**config.mk**
```make
export PLATFORM = sky130hd
export DESIGN_NAME = antialiased_line_rasterizer_unit
export DESIGN_NICKNAME = d
export VERILOG_FILES = /design/src/hw/rtl/alr_pkg.sv /design/src/hw/rtl/alr_div.sv /design/src/hw/rtl/alr_core.sv /design/src/hw/rtl/antialiased_line_rasterizer_unit.sv
export SDC_FILE = /design/constraint.sdc
export NUM_CORES = 1
export LEC_CHECK = 0
export ABC_AREA = 0
export ABC_CLOCK_PERIOD_IN_PS = 11400
export BUFFER_PORTS_ARGS = -buffer_cell sky130_fd_sc_hd__buf_2
export CAP_MARGIN = 10
export CORE_MARGIN = 2
export CORE_UTILIZATION = 65
export CTS_BUF_LIST = sky130_fd_sc_hd__clkbuf_4 sky130_fd_sc_hd__clkbuf_8
export CTS_CLUSTER_DIAMETER = 60
export DETAILED_ROUTE_END_ITERATION = 8
export GPL_TIMING_DRIVEN = 0
export PLACE_DENSITY = 0.89
export REMOVE_ABC_BUFFERS = 1
export SLEW_MARGIN = 15
export SYNTH_ARGS = -nofsm -noshare
export SYNTH_HDL_FRONTEND = slang
export SYNTH_SLANG_ARGS = --single-unit
```
**constraint.sdc**
```tcl
create_clock -name clk_i -period 11.4 [get_ports clk_i]
set_input_delay 0.57 -clock clk_i [delete_from_list [all_inputs] [get_ports clk_i]]
set_output_delay 0.57 -clock clk_i [all_outputs]
set_load 0.01 [all_outputs]
```
**src/hw/rtl/alr_pkg.sv**
```systemverilog
`default_nettype none
// ----------------------------------------------------------------------------
// alr_pkg: shared types and helpers of the antialiased line rasteriser
// Item structs, sequencer state, handshake groups and colour helpers.
// ----------------------------------------------------------------------------
package alr_pkg;

  localparam int PANEL_DIM = 64;
  localparam int CoordW    = 6;
  localparam int DimW      = 7;
  localparam int PixW      = 8;
  localparam int ChanW     = 8;
  localparam int RgbW      = 3 * ChanW;
  localparam int FracW     = 16;
  localparam int QuoW      = 16;
  localparam int AccW      = 24;
  localparam int CntW      = 7;

  typedef struct packed {
    logic [CoordW-1:0] start_x;
    logic [CoordW-1:0] start_y;
    logic [CoordW-1:0] end_x;
    logic [CoordW-1:0] end_y;
    logic [15:0]       line_color;
    logic              double_wide;
  } in_item_t;

  typedef struct packed {
    logic signed [PixW-1:0] first_x;
    logic signed [PixW-1:0] first_y;
    logic [RgbW-1:0]        first_rgb;
    logic                   second_valid;
    logic signed [PixW-1:0] second_x;
    logic signed [PixW-1:0] second_y;
    logic [RgbW-1:0]        second_rgb;
    logic                   last_write;
  } out_item_t;

  typedef enum logic [2:0] {
    ST_IDLE,
    ST_LINE,
    ST_WU_END,
    ST_WU_WAIT,
    ST_WU_STEP,
    ST_DONE
  } seq_state_e;

  typedef enum logic [0:0] {
    CFG_PANEL_WIDTH  = 1'b0,
    CFG_PANEL_HEIGHT = 1'b1
  } cfg_idx_e;

  // core towards output stage
  typedef struct packed {
    logic cand_valid;
    logic end_valid;
  } seq_req_t;

  // output stage towards core
  typedef struct packed {
    logic cand_ready;
    logic end_ready;
  } seq_gnt_t;

  function automatic logic [RgbW-1:0] expand565(input logic [15:0] c);
    logic [4:0] r;
    logic [5:0] g;
    logic [4:0] b;
    r = c[15:11];
    g = c[10:5];
    b = c[4:0];
    return {r, r[4:2], g, g[5:4], b, b[4:2]};
  endfunction

  // halve each channel, requantise to RGB565, expand again
  function automatic logic [RgbW-1:0] halve_rgb(input logic [RgbW-1:0] rgb);
    logic [15:0] c;
    c = {1'b0, rgb[23:20], 1'b0, rgb[15:11], 1'b0, rgb[7:4]};
    return expand565(c);
  endfunction

  function automatic logic [CoordW-1:0] sat_coord(input logic [CoordW-1:0] v);
    if ({1'b0, v} > DimW'(PANEL_DIM - 1)) begin
      return CoordW'(PANEL_DIM - 1);
    end
    return v;
  endfunction

  function automatic logic [DimW-1:0] cap_dim(input logic [DimW-1:0] v);
    if (v > DimW'(PANEL_DIM)) begin
      return DimW'(PANEL_DIM);
    end
    return v;
  endfunction

endpackage
`default_nettype wire

```
**src/hw/rtl/alr_div.sv**
```systemverilog
`default_nettype none
// ----------------------------------------------------------------------------
// alr_div: iterative slope divider
// Restoring division of (num << 16) by den, one quotient bit per cycle.
// Requires num < den, so the quotient fits in 16 bits.
// ----------------------------------------------------------------------------
module alr_div (
  input  wire                          clk_i,
  input  wire                          rst_ni,
  input  wire                          start_i,
  input  wire  [alr_pkg::CoordW-1:0]   num_i,
  input  wire  [alr_pkg::CoordW-1:0]   den_i,
  output logic                         done_o,
  output logic [alr_pkg::QuoW-1:0]     quo_o
);
  import alr_pkg::*;

  localparam int StepW = $clog2(QuoW + 1);

  logic             run_q, run_d;
  logic             done_q, done_d;
  logic [StepW-1:0] cnt_q, cnt_d;
  logic [CoordW-1:0] rem_q, rem_d;
  logic [CoordW-1:0] den_q, den_d;
  logic [QuoW-1:0]   quo_q, quo_d;
  logic [CoordW:0]   rem2;
  logic [CoordW:0]   diff;
  logic              ge;

  always_comb begin
    rem2 = {rem_q, 1'b0};
    diff = rem2 - {1'b0, den_q};
    ge   = rem2 >= {1'b0, den_q};
  end

  always_comb begin
    run_d  = run_q;
    done_d = done_q;
    cnt_d  = cnt_q;
    rem_d  = rem_q;
    den_d  = den_q;
    quo_d  = quo_q;
    if (start_i) begin
      run_d  = 1'b1;
      done_d = 1'b0;
      cnt_d  = StepW'(QuoW);
      rem_d  = num_i;
      den_d  = den_i;
    end else if (run_q) begin
      rem_d = ge ? diff[CoordW-1:0] : rem2[CoordW-1:0];
      quo_d = {quo_q[QuoW-2:0], ge};
      cnt_d = cnt_q - StepW'(1);
      if (cnt_q == StepW'(1)) begin
        run_d  = 1'b0;
        done_d = 1'b1;
      end
    end
  end

  always_ff @(posedge clk_i or negedge rst_ni) begin
    if (!rst_ni) begin
      run_q  <= 1'b0;
      done_q <= 1'b0;
      cnt_q  <= '0;
    end else begin
      run_q  <= run_d;
      done_q <= done_d;
      cnt_q  <= cnt_d;
    end
  end

  always_ff @(posedge clk_i) begin
    rem_q <= rem_d;
    den_q <= den_d;
    quo_q <= quo_d;
  end

  assign done_o = done_q;
  assign quo_o  = quo_q;

endmodule
`default_nettype wire

```
**src/hw/rtl/alr_core.sv**
```systemverilog
`default_nettype none
// ----------------------------------------------------------------------------
// alr_core: line sequencer
// Classifies a line command; unless output stalls, walks solid lines one pixel
// pair per cycle, Wu lines one column per cycle after iterative slope division.
// ----------------------------------------------------------------------------
module alr_core (
  input  wire                           clk_i,
  input  wire                           rst_ni,
  input  wire                           in_valid_i,
  output logic                          in_ready_o,
  input  alr_pkg::in_item_t             in_item_i,
  input  wire  [alr_pkg::DimW-1:0]      panel_w_i,
  input  wire  [alr_pkg::DimW-1:0]      panel_h_i,
  output alr_pkg::seq_req_t             req_o,
  input  alr_pkg::seq_gnt_t             gnt_i,
  output alr_pkg::out_item_t            cand_o
);
  import alr_pkg::*;

  seq_state_e state_q, state_d;

  // command classification
  logic [CoordW-1:0] x0, y0, x1, y1, dx, dy;
  logic              straight, vertical, horizontal, accept;
  logic              diag_fwd, diag_up, steep;
  logic [CoordW-1:0] a0, b0, a1, b1, ma0, mb0, ma1, mb1;
  logic [CoordW-1:0] dmaj, dmin;
  logic [RgbW-1:0]   base_rgb;

  // solid line walker
  logic [RgbW-1:0]        color_q;
  logic                   dbl_q;
  logic signed [PixW-1:0] cur_x_q, cur_y_q;
  logic [CntW-1:0]        cnt_q;
  logic                   step_x_q, y_up_q, y_dn_q, off_x_q;

  // Wu walker
  logic                   steep_q, neg_q;
  logic [CoordW-1:0]      u0_q, v0_q, u1_q, v1_q;
  logic [AccW-1:0]        acc_q, slope_q, slope;
  logic [DimW-1:0]        u_q, stop_q, major_w, minor_h;

  logic                   div_done;
  logic [QuoW-1:0]        quo;

  logic signed [PixW-1:0] row, row1, u_pix;
  logic                   row_vis, wu_fin;
  logic [ChanW-1:0]       frac;
  logic [RgbW-1:0]        hi_rgb, lo_rgb;
  logic [2*ChanW-1:0]     prod;
  logic [ChanW-1:0]       chan, low;

  always_comb begin
    x0 = sat_coord(in_item_i.start_x);
    y0 = sat_coord(in_item_i.start_y);
    x1 = sat_coord(in_item_i.end_x);
    y1 = sat_coord(in_item_i.end_y);
    dx = (x1 > x0) ? x1 - x0 : x0 - x1;
    dy = (y1 > y0) ? y1 - y0 : y0 - y1;
    vertical   = (dx == '0);
    horizontal = !vertical && (dy == '0);
    straight   = vertical || (dy == '0) || (dx == dy);
    diag_fwd   = (x0 <= x1);
    diag_up    = diag_fwd ? (y1 > y0) : (y0 > y1);
    steep      = dy > dx;
    a0 = steep ? y0 : x0;
    b0 = steep ? x0 : y0;
    a1 = steep ? y1 : x1;
    b1 = steep ? x1 : y1;
    // order along the major axis
    ma0 = (a0 > a1) ? a1 : a0;
    mb0 = (a0 > a1) ? b1 : b0;
    ma1 = (a0 > a1) ? a0 : a1;
    mb1 = (a0 > a1) ? b0 : b1;
    dmaj = ma1 - ma0;
    dmin = (mb1 >= mb0) ? mb1 - mb0 : mb0 - mb1;
    base_rgb = expand565(in_item_i.line_color);
    accept   = (state_q == ST_IDLE) && in_valid_i;
  end

  alr_div u_div (
    .clk_i   (clk_i),
    .rst_ni  (rst_ni),
    .start_i (accept && !straight),
    .num_i   (dmin),
    .den_i   (dmaj),
    .done_o  (div_done),
    .quo_o   (quo)
  );

  always_comb begin
    slope   = neg_q ? (AccW'(0) - AccW'(quo)) : AccW'(quo);
    major_w = steep_q ? panel_h_i : panel_w_i;
    minor_h = steep_q ? panel_w_i : panel_h_i;
    row     = acc_q[AccW-1 -: PixW];
    row1    = row + PixW'(1);
    u_pix   = PixW'(u_q);
    row_vis = !row[PixW-1] && (row[DimW-1:0] < minor_h);
    wu_fin  = u_q >= stop_q;
    frac    = acc_q[FracW-1 -: ChanW];
  end

  // split each channel by the fractional byte
  always_comb begin
    hi_rgb = '0;
    lo_rgb = '0;
    prod   = '0;
    chan   = '0;
    low    = '0;
    for (int c = 0; c < 3; c++) begin
      chan = color_q[c*ChanW +: ChanW];
      prod = chan * frac;
      low  = prod[2*ChanW-1 -: ChanW];
      lo_rgb[c*ChanW +: ChanW] = low;
      hi_rgb[c*ChanW +: ChanW] = chan - low;
    end
  end

  // next state
  always_comb begin
    state_d = state_q;
    unique case (state_q)
      ST_IDLE: begin
        if (in_valid_i) begin
          state_d = straight ? ST_LINE : ST_WU_END;
        end
      end
      ST_LINE: begin
        if (cnt_q == '0) begin
          state_d = ST_DONE;
        end
      end
      ST_WU_END: begin
        if (gnt_i.cand_ready) begin
          state_d = ST_WU_WAIT;
        end
      end
      ST_WU_WAIT: begin
        if (div_done) begin
          state_d = ST_WU_STEP;
        end
      end
      ST_WU_STEP: begin
        if (wu_fin) begin
          state_d = ST_DONE;
        end
      end
      ST_DONE: begin
        if (gnt_i.end_ready) begin
          state_d = ST_IDLE;
        end
      end
      default: state_d = ST_IDLE;
    endcase
  end

  // outputs
  always_comb begin
    in_ready_o = 1'b0;
    req_o      = '0;
    cand_o     = '0;
    unique case (state_q)
      ST_IDLE: in_ready_o = 1'b1;
      ST_LINE: begin
        req_o.cand_valid  = (cnt_q != '0);
        cand_o.first_x    = cur_x_q;
        cand_o.first_y    = cur_y_q;
        cand_o.first_rgb  = color_q;
        if (dbl_q) begin
          cand_o.second_valid = 1'b1;
          cand_o.second_x     = cur_x_q + PixW'(off_x_q);
          cand_o.second_y     = cur_y_q + PixW'(!off_x_q);
          cand_o.second_rgb   = color_q;
        end
      end
      ST_WU_END: begin
        req_o.cand_valid    = 1'b1;
        cand_o.first_x      = PixW'(steep_q ? v0_q : u0_q);
        cand_o.first_y      = PixW'(steep_q ? u0_q : v0_q);
        cand_o.first_rgb    = color_q;
        cand_o.second_valid = 1'b1;
        cand_o.second_x     = PixW'(steep_q ? v1_q : u1_q);
        cand_o.second_y     = PixW'(steep_q ? u1_q : v1_q);
        cand_o.second_rgb   = color_q;
      end
      ST_WU_WAIT: ;
      ST_WU_STEP: begin
        req_o.cand_valid    = !wu_fin && row_vis;
        cand_o.first_x      = steep_q ? row : u_pix;
        cand_o.first_y      = steep_q ? u_pix : row;
        cand_o.first_rgb    = hi_rgb;
        cand_o.second_valid = 1'b1;
        cand_o.second_x     = steep_q ? row1 : u_pix;
        cand_o.second_y     = steep_q ? u_pix : row1;
        cand_o.second_rgb   = lo_rgb;
      end
      ST_DONE: req_o.end_valid = 1'b1;
      default: ;
    endcase
  end

  always_ff @(posedge clk_i or negedge rst_ni) begin
    if (!rst_ni) begin
      state_q <= ST_IDLE;
    end else begin
      state_q <= state_d;
    end
  end

  // working registers of the line
  always_ff @(posedge clk_i) begin
    unique case (state_q)
      ST_IDLE: begin
        if (in_valid_i) begin
          dbl_q    <= in_item_i.double_wide;
          color_q  <= (straight && in_item_i.double_wide) ? halve_rgb(base_rgb) : base_rgb;
          steep_q  <= steep;
          u0_q     <= ma0;
          v0_q     <= mb0;
          u1_q     <= ma1;
          v1_q     <= mb1;
          neg_q    <= mb1 < mb0;
          if (vertical) begin
            cnt_q    <= CntW'(dy);
            cur_x_q  <= PixW'(x0);
            cur_y_q  <= PixW'((y0 < y1) ? y0 : y1);
            step_x_q <= 1'b0;
            y_up_q   <= 1'b1;
            y_dn_q   <= 1'b0;
            off_x_q  <= 1'b1;
          end else if (horizontal) begin
            cnt_q    <= CntW'(dx);
            cur_x_q  <= PixW'((x0 < x1) ? x0 : x1);
            cur_y_q  <= PixW'(y0);
            step_x_q <= 1'b1;
            y_up_q   <= 1'b0;
            y_dn_q   <= 1'b0;
            off_x_q  <= 1'b0;
          end else begin
            cnt_q    <= CntW'(dx) + CntW'(1);
            cur_x_q  <= PixW'(diag_fwd ? x0 : x1);
            cur_y_q  <= PixW'(diag_fwd ? y0 : y1);
            step_x_q <= 1'b1;
            y_up_q   <= diag_up;
            y_dn_q   <= !diag_up;
            off_x_q  <= 1'b1;
          end
        end
      end
      ST_LINE: begin
        if (cnt_q != '0 && gnt_i.cand_ready) begin
          cnt_q   <= cnt_q - CntW'(1);
          cur_x_q <= cur_x_q + PixW'(step_x_q);
          if (y_up_q) begin
            cur_y_q <= cur_y_q + PixW'(1);
          end else if (y_dn_q) begin
            cur_y_q <= cur_y_q - PixW'(1);
          end
        end
      end
      ST_WU_WAIT: begin
        if (div_done) begin
          slope_q <= slope;
          acc_q   <= AccW'({v0_q, {FracW{1'b0}}}) + slope;
          u_q     <= DimW'(u0_q) + DimW'(1);
          stop_q  <= ({1'b0, u1_q} >= major_w) ? major_w : DimW'(u1_q);
        end
      end
      ST_WU_STEP: begin
        // advance past skipped rows at once, visible ones once taken
        if (!wu_fin && (!row_vis || gnt_i.cand_ready)) begin
          acc_q <= acc_q + slope_q;
          u_q   <= u_q + DimW'(1);
        end
      end
      default: ;
    endcase
  end

endmodule
`default_nettype wire

```
**src/hw/rtl/antialiased_line_rasterizer_unit.sv**
```systemverilog
`default_nettype none
// ----------------------------------------------------------------------------
// antialiased_line_rasterizer_unit: antialiased line rasteriser
// Turns one line command into a stream of pixel-pair items, marking the last.
// ----------------------------------------------------------------------------
// Solid lines: one pixel pair per cycle while the output does not stall.
// Wu lines: the 16-step slope division runs beside the endpoint item, then
//   one column per cycle, skipped rows too, while the output does not stall.
// The last item leaves in the cycle after the sequencer ends; one item is held
//   back so that the last one can be marked. One command at a time.
// Reset clears the sequencer and output stage; panel size resets to 64 x 32.
module antialiased_line_rasterizer_unit (
  input  wire                          clk_i,
  input  wire                          rst_ni,
  input  wire                          in_valid_i,
  output logic                         in_ready_o,
  input  alr_pkg::in_item_t            in_item_i,
  output logic                         out_valid_o,
  input  wire                          out_ready_i,
  output alr_pkg::out_item_t           out_item_o,
  input  wire                          cfg_we_i,
  input  wire  [0:0]                   cfg_idx_i,
  input  wire  [alr_pkg::DimW-1:0]     cfg_data_i
);
  import alr_pkg::*;

  logic [DimW-1:0] panel_w_q, panel_h_q;
  seq_req_t        req;
  seq_gnt_t        gnt;
  out_item_t       cand;

  out_item_t       hold_q, hold_d, out_q, out_d;
  logic            hold_valid_q, hold_valid_d, out_valid_q, out_valid_d;
  logic            out_free, cand_fire, end_fire, push;

  always_ff @(posedge clk_i or negedge rst_ni) begin
    if (!rst_ni) begin
      panel_w_q <= DimW'(PANEL_DIM);
      panel_h_q <= DimW'(32);
    end else if (cfg_we_i) begin
      unique case (cfg_idx_e'(cfg_idx_i))
        CFG_PANEL_WIDTH:  panel_w_q <= cap_dim(cfg_data_i);
        CFG_PANEL_HEIGHT: panel_h_q <= cap_dim(cfg_data_i);
        default: ;
      endcase
    end
  end

  alr_core u_core (
    .clk_i      (clk_i),
    .rst_ni     (rst_ni),
    .in_valid_i (in_valid_i),
    .in_ready_o (in_ready_o),
    .in_item_i  (in_item_i),
    .panel_w_i  (panel_w_q),
    .panel_h_i  (panel_h_q),
    .req_o      (req),
    .gnt_i      (gnt),
    .cand_o     (cand)
  );

  // hold one item back; release it marked last when the command ends
  always_comb begin
    out_free       = !out_valid_q || out_ready_i;
    gnt.cand_ready = !hold_valid_q || out_free;
    gnt.end_ready  = !hold_valid_q || out_free;
    cand_fire      = req.cand_valid && gnt.cand_ready;
    end_fire       = req.end_valid && gnt.end_ready;
    push           = hold_valid_q && (cand_fire || end_fire);

    out_d            = out_q;
    out_valid_d      = out_valid_q && !out_ready_i;
    if (push) begin
      out_d            = hold_q;
      out_d.last_write = end_fire;
      out_valid_d      = 1'b1;
    end

    hold_d       = hold_q;
    hold_valid_d = hold_valid_q;
    if (cand_fire) begin
      hold_d       = cand;
      hold_valid_d = 1'b1;
    end else if (end_fire) begin
      hold_valid_d = 1'b0;
    end
  end

  always_ff @(posedge clk_i or negedge rst_ni) begin
    if (!rst_ni) begin
      hold_valid_q <= 1'b0;
      out_valid_q  <= 1'b0;
    end else begin
      hold_valid_q <= hold_valid_d;
      out_valid_q  <= out_valid_d;
    end
  end

  always_ff @(posedge clk_i) begin
    hold_q <= hold_d;
    out_q  <= out_d;
  end

  assign out_valid_o = out_valid_q;
  assign out_item_o  = out_q;

  // an idle block has nothing held back
  a_idle_empty: assert property (@(posedge clk_i) disable iff (!rst_ni)
    in_ready_o |-> !hold_valid_q)
    else $error("item held while idle");

  a_req_excl: assert property (@(posedge clk_i) disable iff (!rst_ni)
    !(req.cand_valid && req.end_valid))
    else $error("pixel and end request together");

  a_second_zero: assert property (@(posedge clk_i) disable iff (!rst_ni)
    (out_valid_o && !out_item_o.second_valid) |->
      (out_item_o.second_rgb == '0 && out_item_o.second_x == '0))
    else $error("unused second pixel not zero");

  a_end_flush: assert property (@(posedge clk_i) disable iff (!rst_ni)
    end_fire |=> !hold_valid_q)
    else $error("held item left after end of command");

endmodule
`default_nettype wire

```
==> impl_metrics.tcl <==
set metrics [dict create \
    slowest_stage "a21oi_4" \
    synth-edff-count 316 \
    finalSetupViolations 0 \
    slew_headroom_pct 26.4 \
    max_freq_mhz 103 \
    synth-seq-cells 342 \
    n_fill_cell 2608 \
    die_w_um 203 \
    grt_usage_pct 31.5 \
    holdWs_ns 0.202 \
    io_pins 138 \
    place_hpwl_mm 47.9 \
    grt_overflow 0 \
    drt_iter0_drc 1994 \
    first_pass_iters 6 \
    drv_cap 0 \
    wl_per_cell_um 20.1 \
    drive_gt1_share_pct 11.4 \
    clockRootBuffer "clkbuf_8" \
    regArea_um2 10100 \
    grt_pass1_vias 20400 \
    r2r_slack_ns 4.37 \
    area_growth_pct 9.98 \
    clkTransAtPathRegs_ns 0.06 \
    crit_family "compound AO/OA/AOI/OAI gates" \
    cts_buffers 54 \
    critPathArrivalTime_ns 10.07 \
    skew_ns 0.0277 \
    synthCells 2520 \
    hold_buffers 1 \
    coreArea_um2 39500 \
    antenna_found_initial 3 \
    die_h_um 203 \
    worstSetupEndpointType "flop" \
    ys.flop_type "edfxtp_1" \
    cp.required_ns 11.75 \
    num_vias 19900 \
    via_per_inst 6.22 \
    worst-path-max-fanout 34 \
    worstMarginPinSlew_ns 1.09 \
    timing.critical_path.buf_inv 7 \
    grt_pass1_wl_mm 103 \
    antenna_left 0 \
    cts_resized 0 \
    die_area_um2 41400 \
    max_stage_delay_ns 0.65 \
    status "finished, final reports clean" \
    clock-sinks 342 \
    start_util_pct 65.5 \
    synthesis.area_um2 25800 \
    num_rows 73 \
    synthTopCellsByCount "edfxtp_1, inv_1, nand2_1" \
    yosysTopAreaCell "edfxtp_1" \
    synth.most_common_cell "edfxtp_1" \
    io_buffers 137 \
    clk_latency_ns 0.65 \
    cp-start-kind "input pin" \
    hold_viol_final 0 \
    grt_max_degree 61 \
    ys_warn_count 0 \
    synth-async-reset-ratio_pct 7.60 \
    yosysSeqAreaShare_pct 39.3 \
    timing.final.max_slew_violations 0 \
    yosysTopAreaCellShare_pct 36.7 \
    post-route-min-period_ns 9.72 \
    postCtsSetupRepairBufs 0 \
    drc 0 \
    synth.distinct_cells 88 \
    cts_tree "built" \
    grt_setup_unrepaired "no" \
    path_class "input pin to flop" \
    ys_top_cells_by_area "edfxtp_1, ha_1, fa_1, inv_1, nand2_1" \
    crit_top_cell "a21oi_1" \
    htree_levels 2 \
    multi_input_area_um2 14200 \
    finalWeightedCongestion 0.983 \
    fin_crit_sh_pct 85.2 \
    totalWireLength_mm 64.5 \
    cts_buffer_depth 3 \
    min_path_type "input pin to flop" \
    num-nets-final 3039 \
    syn_avg_cell_area_um2 10.3 \
]
cell usage in the layout, fill, tap and decap left out, types with 66 or more instances in the layout:
cell type / Yosys / routed
xor2_1: 66 / 66
a21oi_1: 117 / 116
fa_1: 112 / 112
ha_1: 240 / 240
nand2_1: 289 / 288
nor2_1: 111 / 109
and2_1: 69 / 69
o21ai_0: 143 / 142
mux2i_1: 99 / 99
xnor2_1: 82 / 82
edfxtp_1: 316 / 316
buf_2: 7 / 137
inv_1: 305 / 304
per-stage QoR:
step | instance area [um^2] | TNS [ns] | setup WS (ns) | util, % | cells
2_1_floorplan | 25400 | -0.463 | -0.106 | - | 2420
3_3_place_gp | 26800 | -168.77 | -2.57 | 67.8 | 3082
3_5_place_dp | 27200 | 0 | 1.27 | 69.0 | 3101
4_1_cts | 28400 | 0 | 1.85 | 72.0 | 3203
5_1_grt | 28400 | 0 | 1.19 | 72.0 | 3204
6_report | 28400 | 0 | 1.68 | 72.0 | 3205
final timing paths:
| check | from | endpoint | cells after the start |
|---|---|---|---|
| max in group asynchronous | rst_ni | u_core.u_div.run_q$_DFF_PN0_ | 2 |
| setup reg to reg | u_core.acc_q[15]$_DFFE_PP_ | hold_q[57]$_DFFE_PP_ | 24 |
| setup / recovery | in_item_i[23] | u_core.u_div.rem_q[1]$_DFFE_PP_ | 42 |
| hold / removal | cfg_data_i[2] | panel_w_q[2]$_DFFE_PN0P_ | 3 |
| min in group asynchronous | rst_ni | panel_w_q[3]$_DFFE_PN0P_ | 2 |
| hold reg to reg | hold_q[71]$_DFFE_PP_ | out_item_o[71]$_DFFE_PP_ | 0 |
cells by family (layout without fill, tap and decap cells):
family	after synthesis	count (layout)	synth area share (%)
fa+ha+maj	355	355	20.4
mux	123	123	5.08
xor+xnor	148	148	5.02
other cells	1	3	0.0145
flops	342	342	39.3
buf+inv	407	565	6.08
simple gates	649	649	11.9
compound gates	495	495	12.2
registers in the layout, indices dropped and copies added, names as in the netlist, 7 cells and up:
| signal | count |
|---|---|
| hold_q | 81 |
| u_core.u_q | 7 |
| panel_w_q | 7 |
| u_core.cur_y_q | 8 |
| u_core.cnt_q | 7 |
| u_core.slope_q | 17 |
| u_core.color_q | 16 |
| out_item_o | 82 |
| u_core.cur_x_q | 8 |
| u_core.acc_q | 24 |
| panel_h_q | 7 |
| u_core.stop_q | 7 |
| u_core.u_div.quo_o | 16 |
per-layer routing:
metal  wire [um]  track usage, %  up-vias
li1            -               -     8995
met2       31800            54.8     1087
met4        3560            16.7        2
met3        5520            5.50      289
met1       23600            37.6     9555
met5          13               0        -
cell type report:
| class | instances | share of cell area [%] |
|---|---|---|
| Antenna cell | 2 | 0.0176 |
| Clock buffer | 76 | 3.37 |
| Clock inverter | 25 | 0.718 |
| Inverter | 307 | 4.06 |
| Multi-Input combinational cell | 1771 | 50.0 |
| Sequential cell | 342 | 35.7 |
| Tap cell | 525 | 2.31 |
| Timing Repair Buffer | 157 | 3.84 |
tightest hold or removal path, delay by kind of cell:
family / cells / cell delay, ns
AOI/OAI and AO/OA: 1 / 0.07
and+or+nand+nor: 1 / 0.07
buffers and inverters: 1 / 0.09
Power is left out: the tool's default activity adds up to more than one toggle a clock period on the data nets, which glitch-free logic cannot reach.
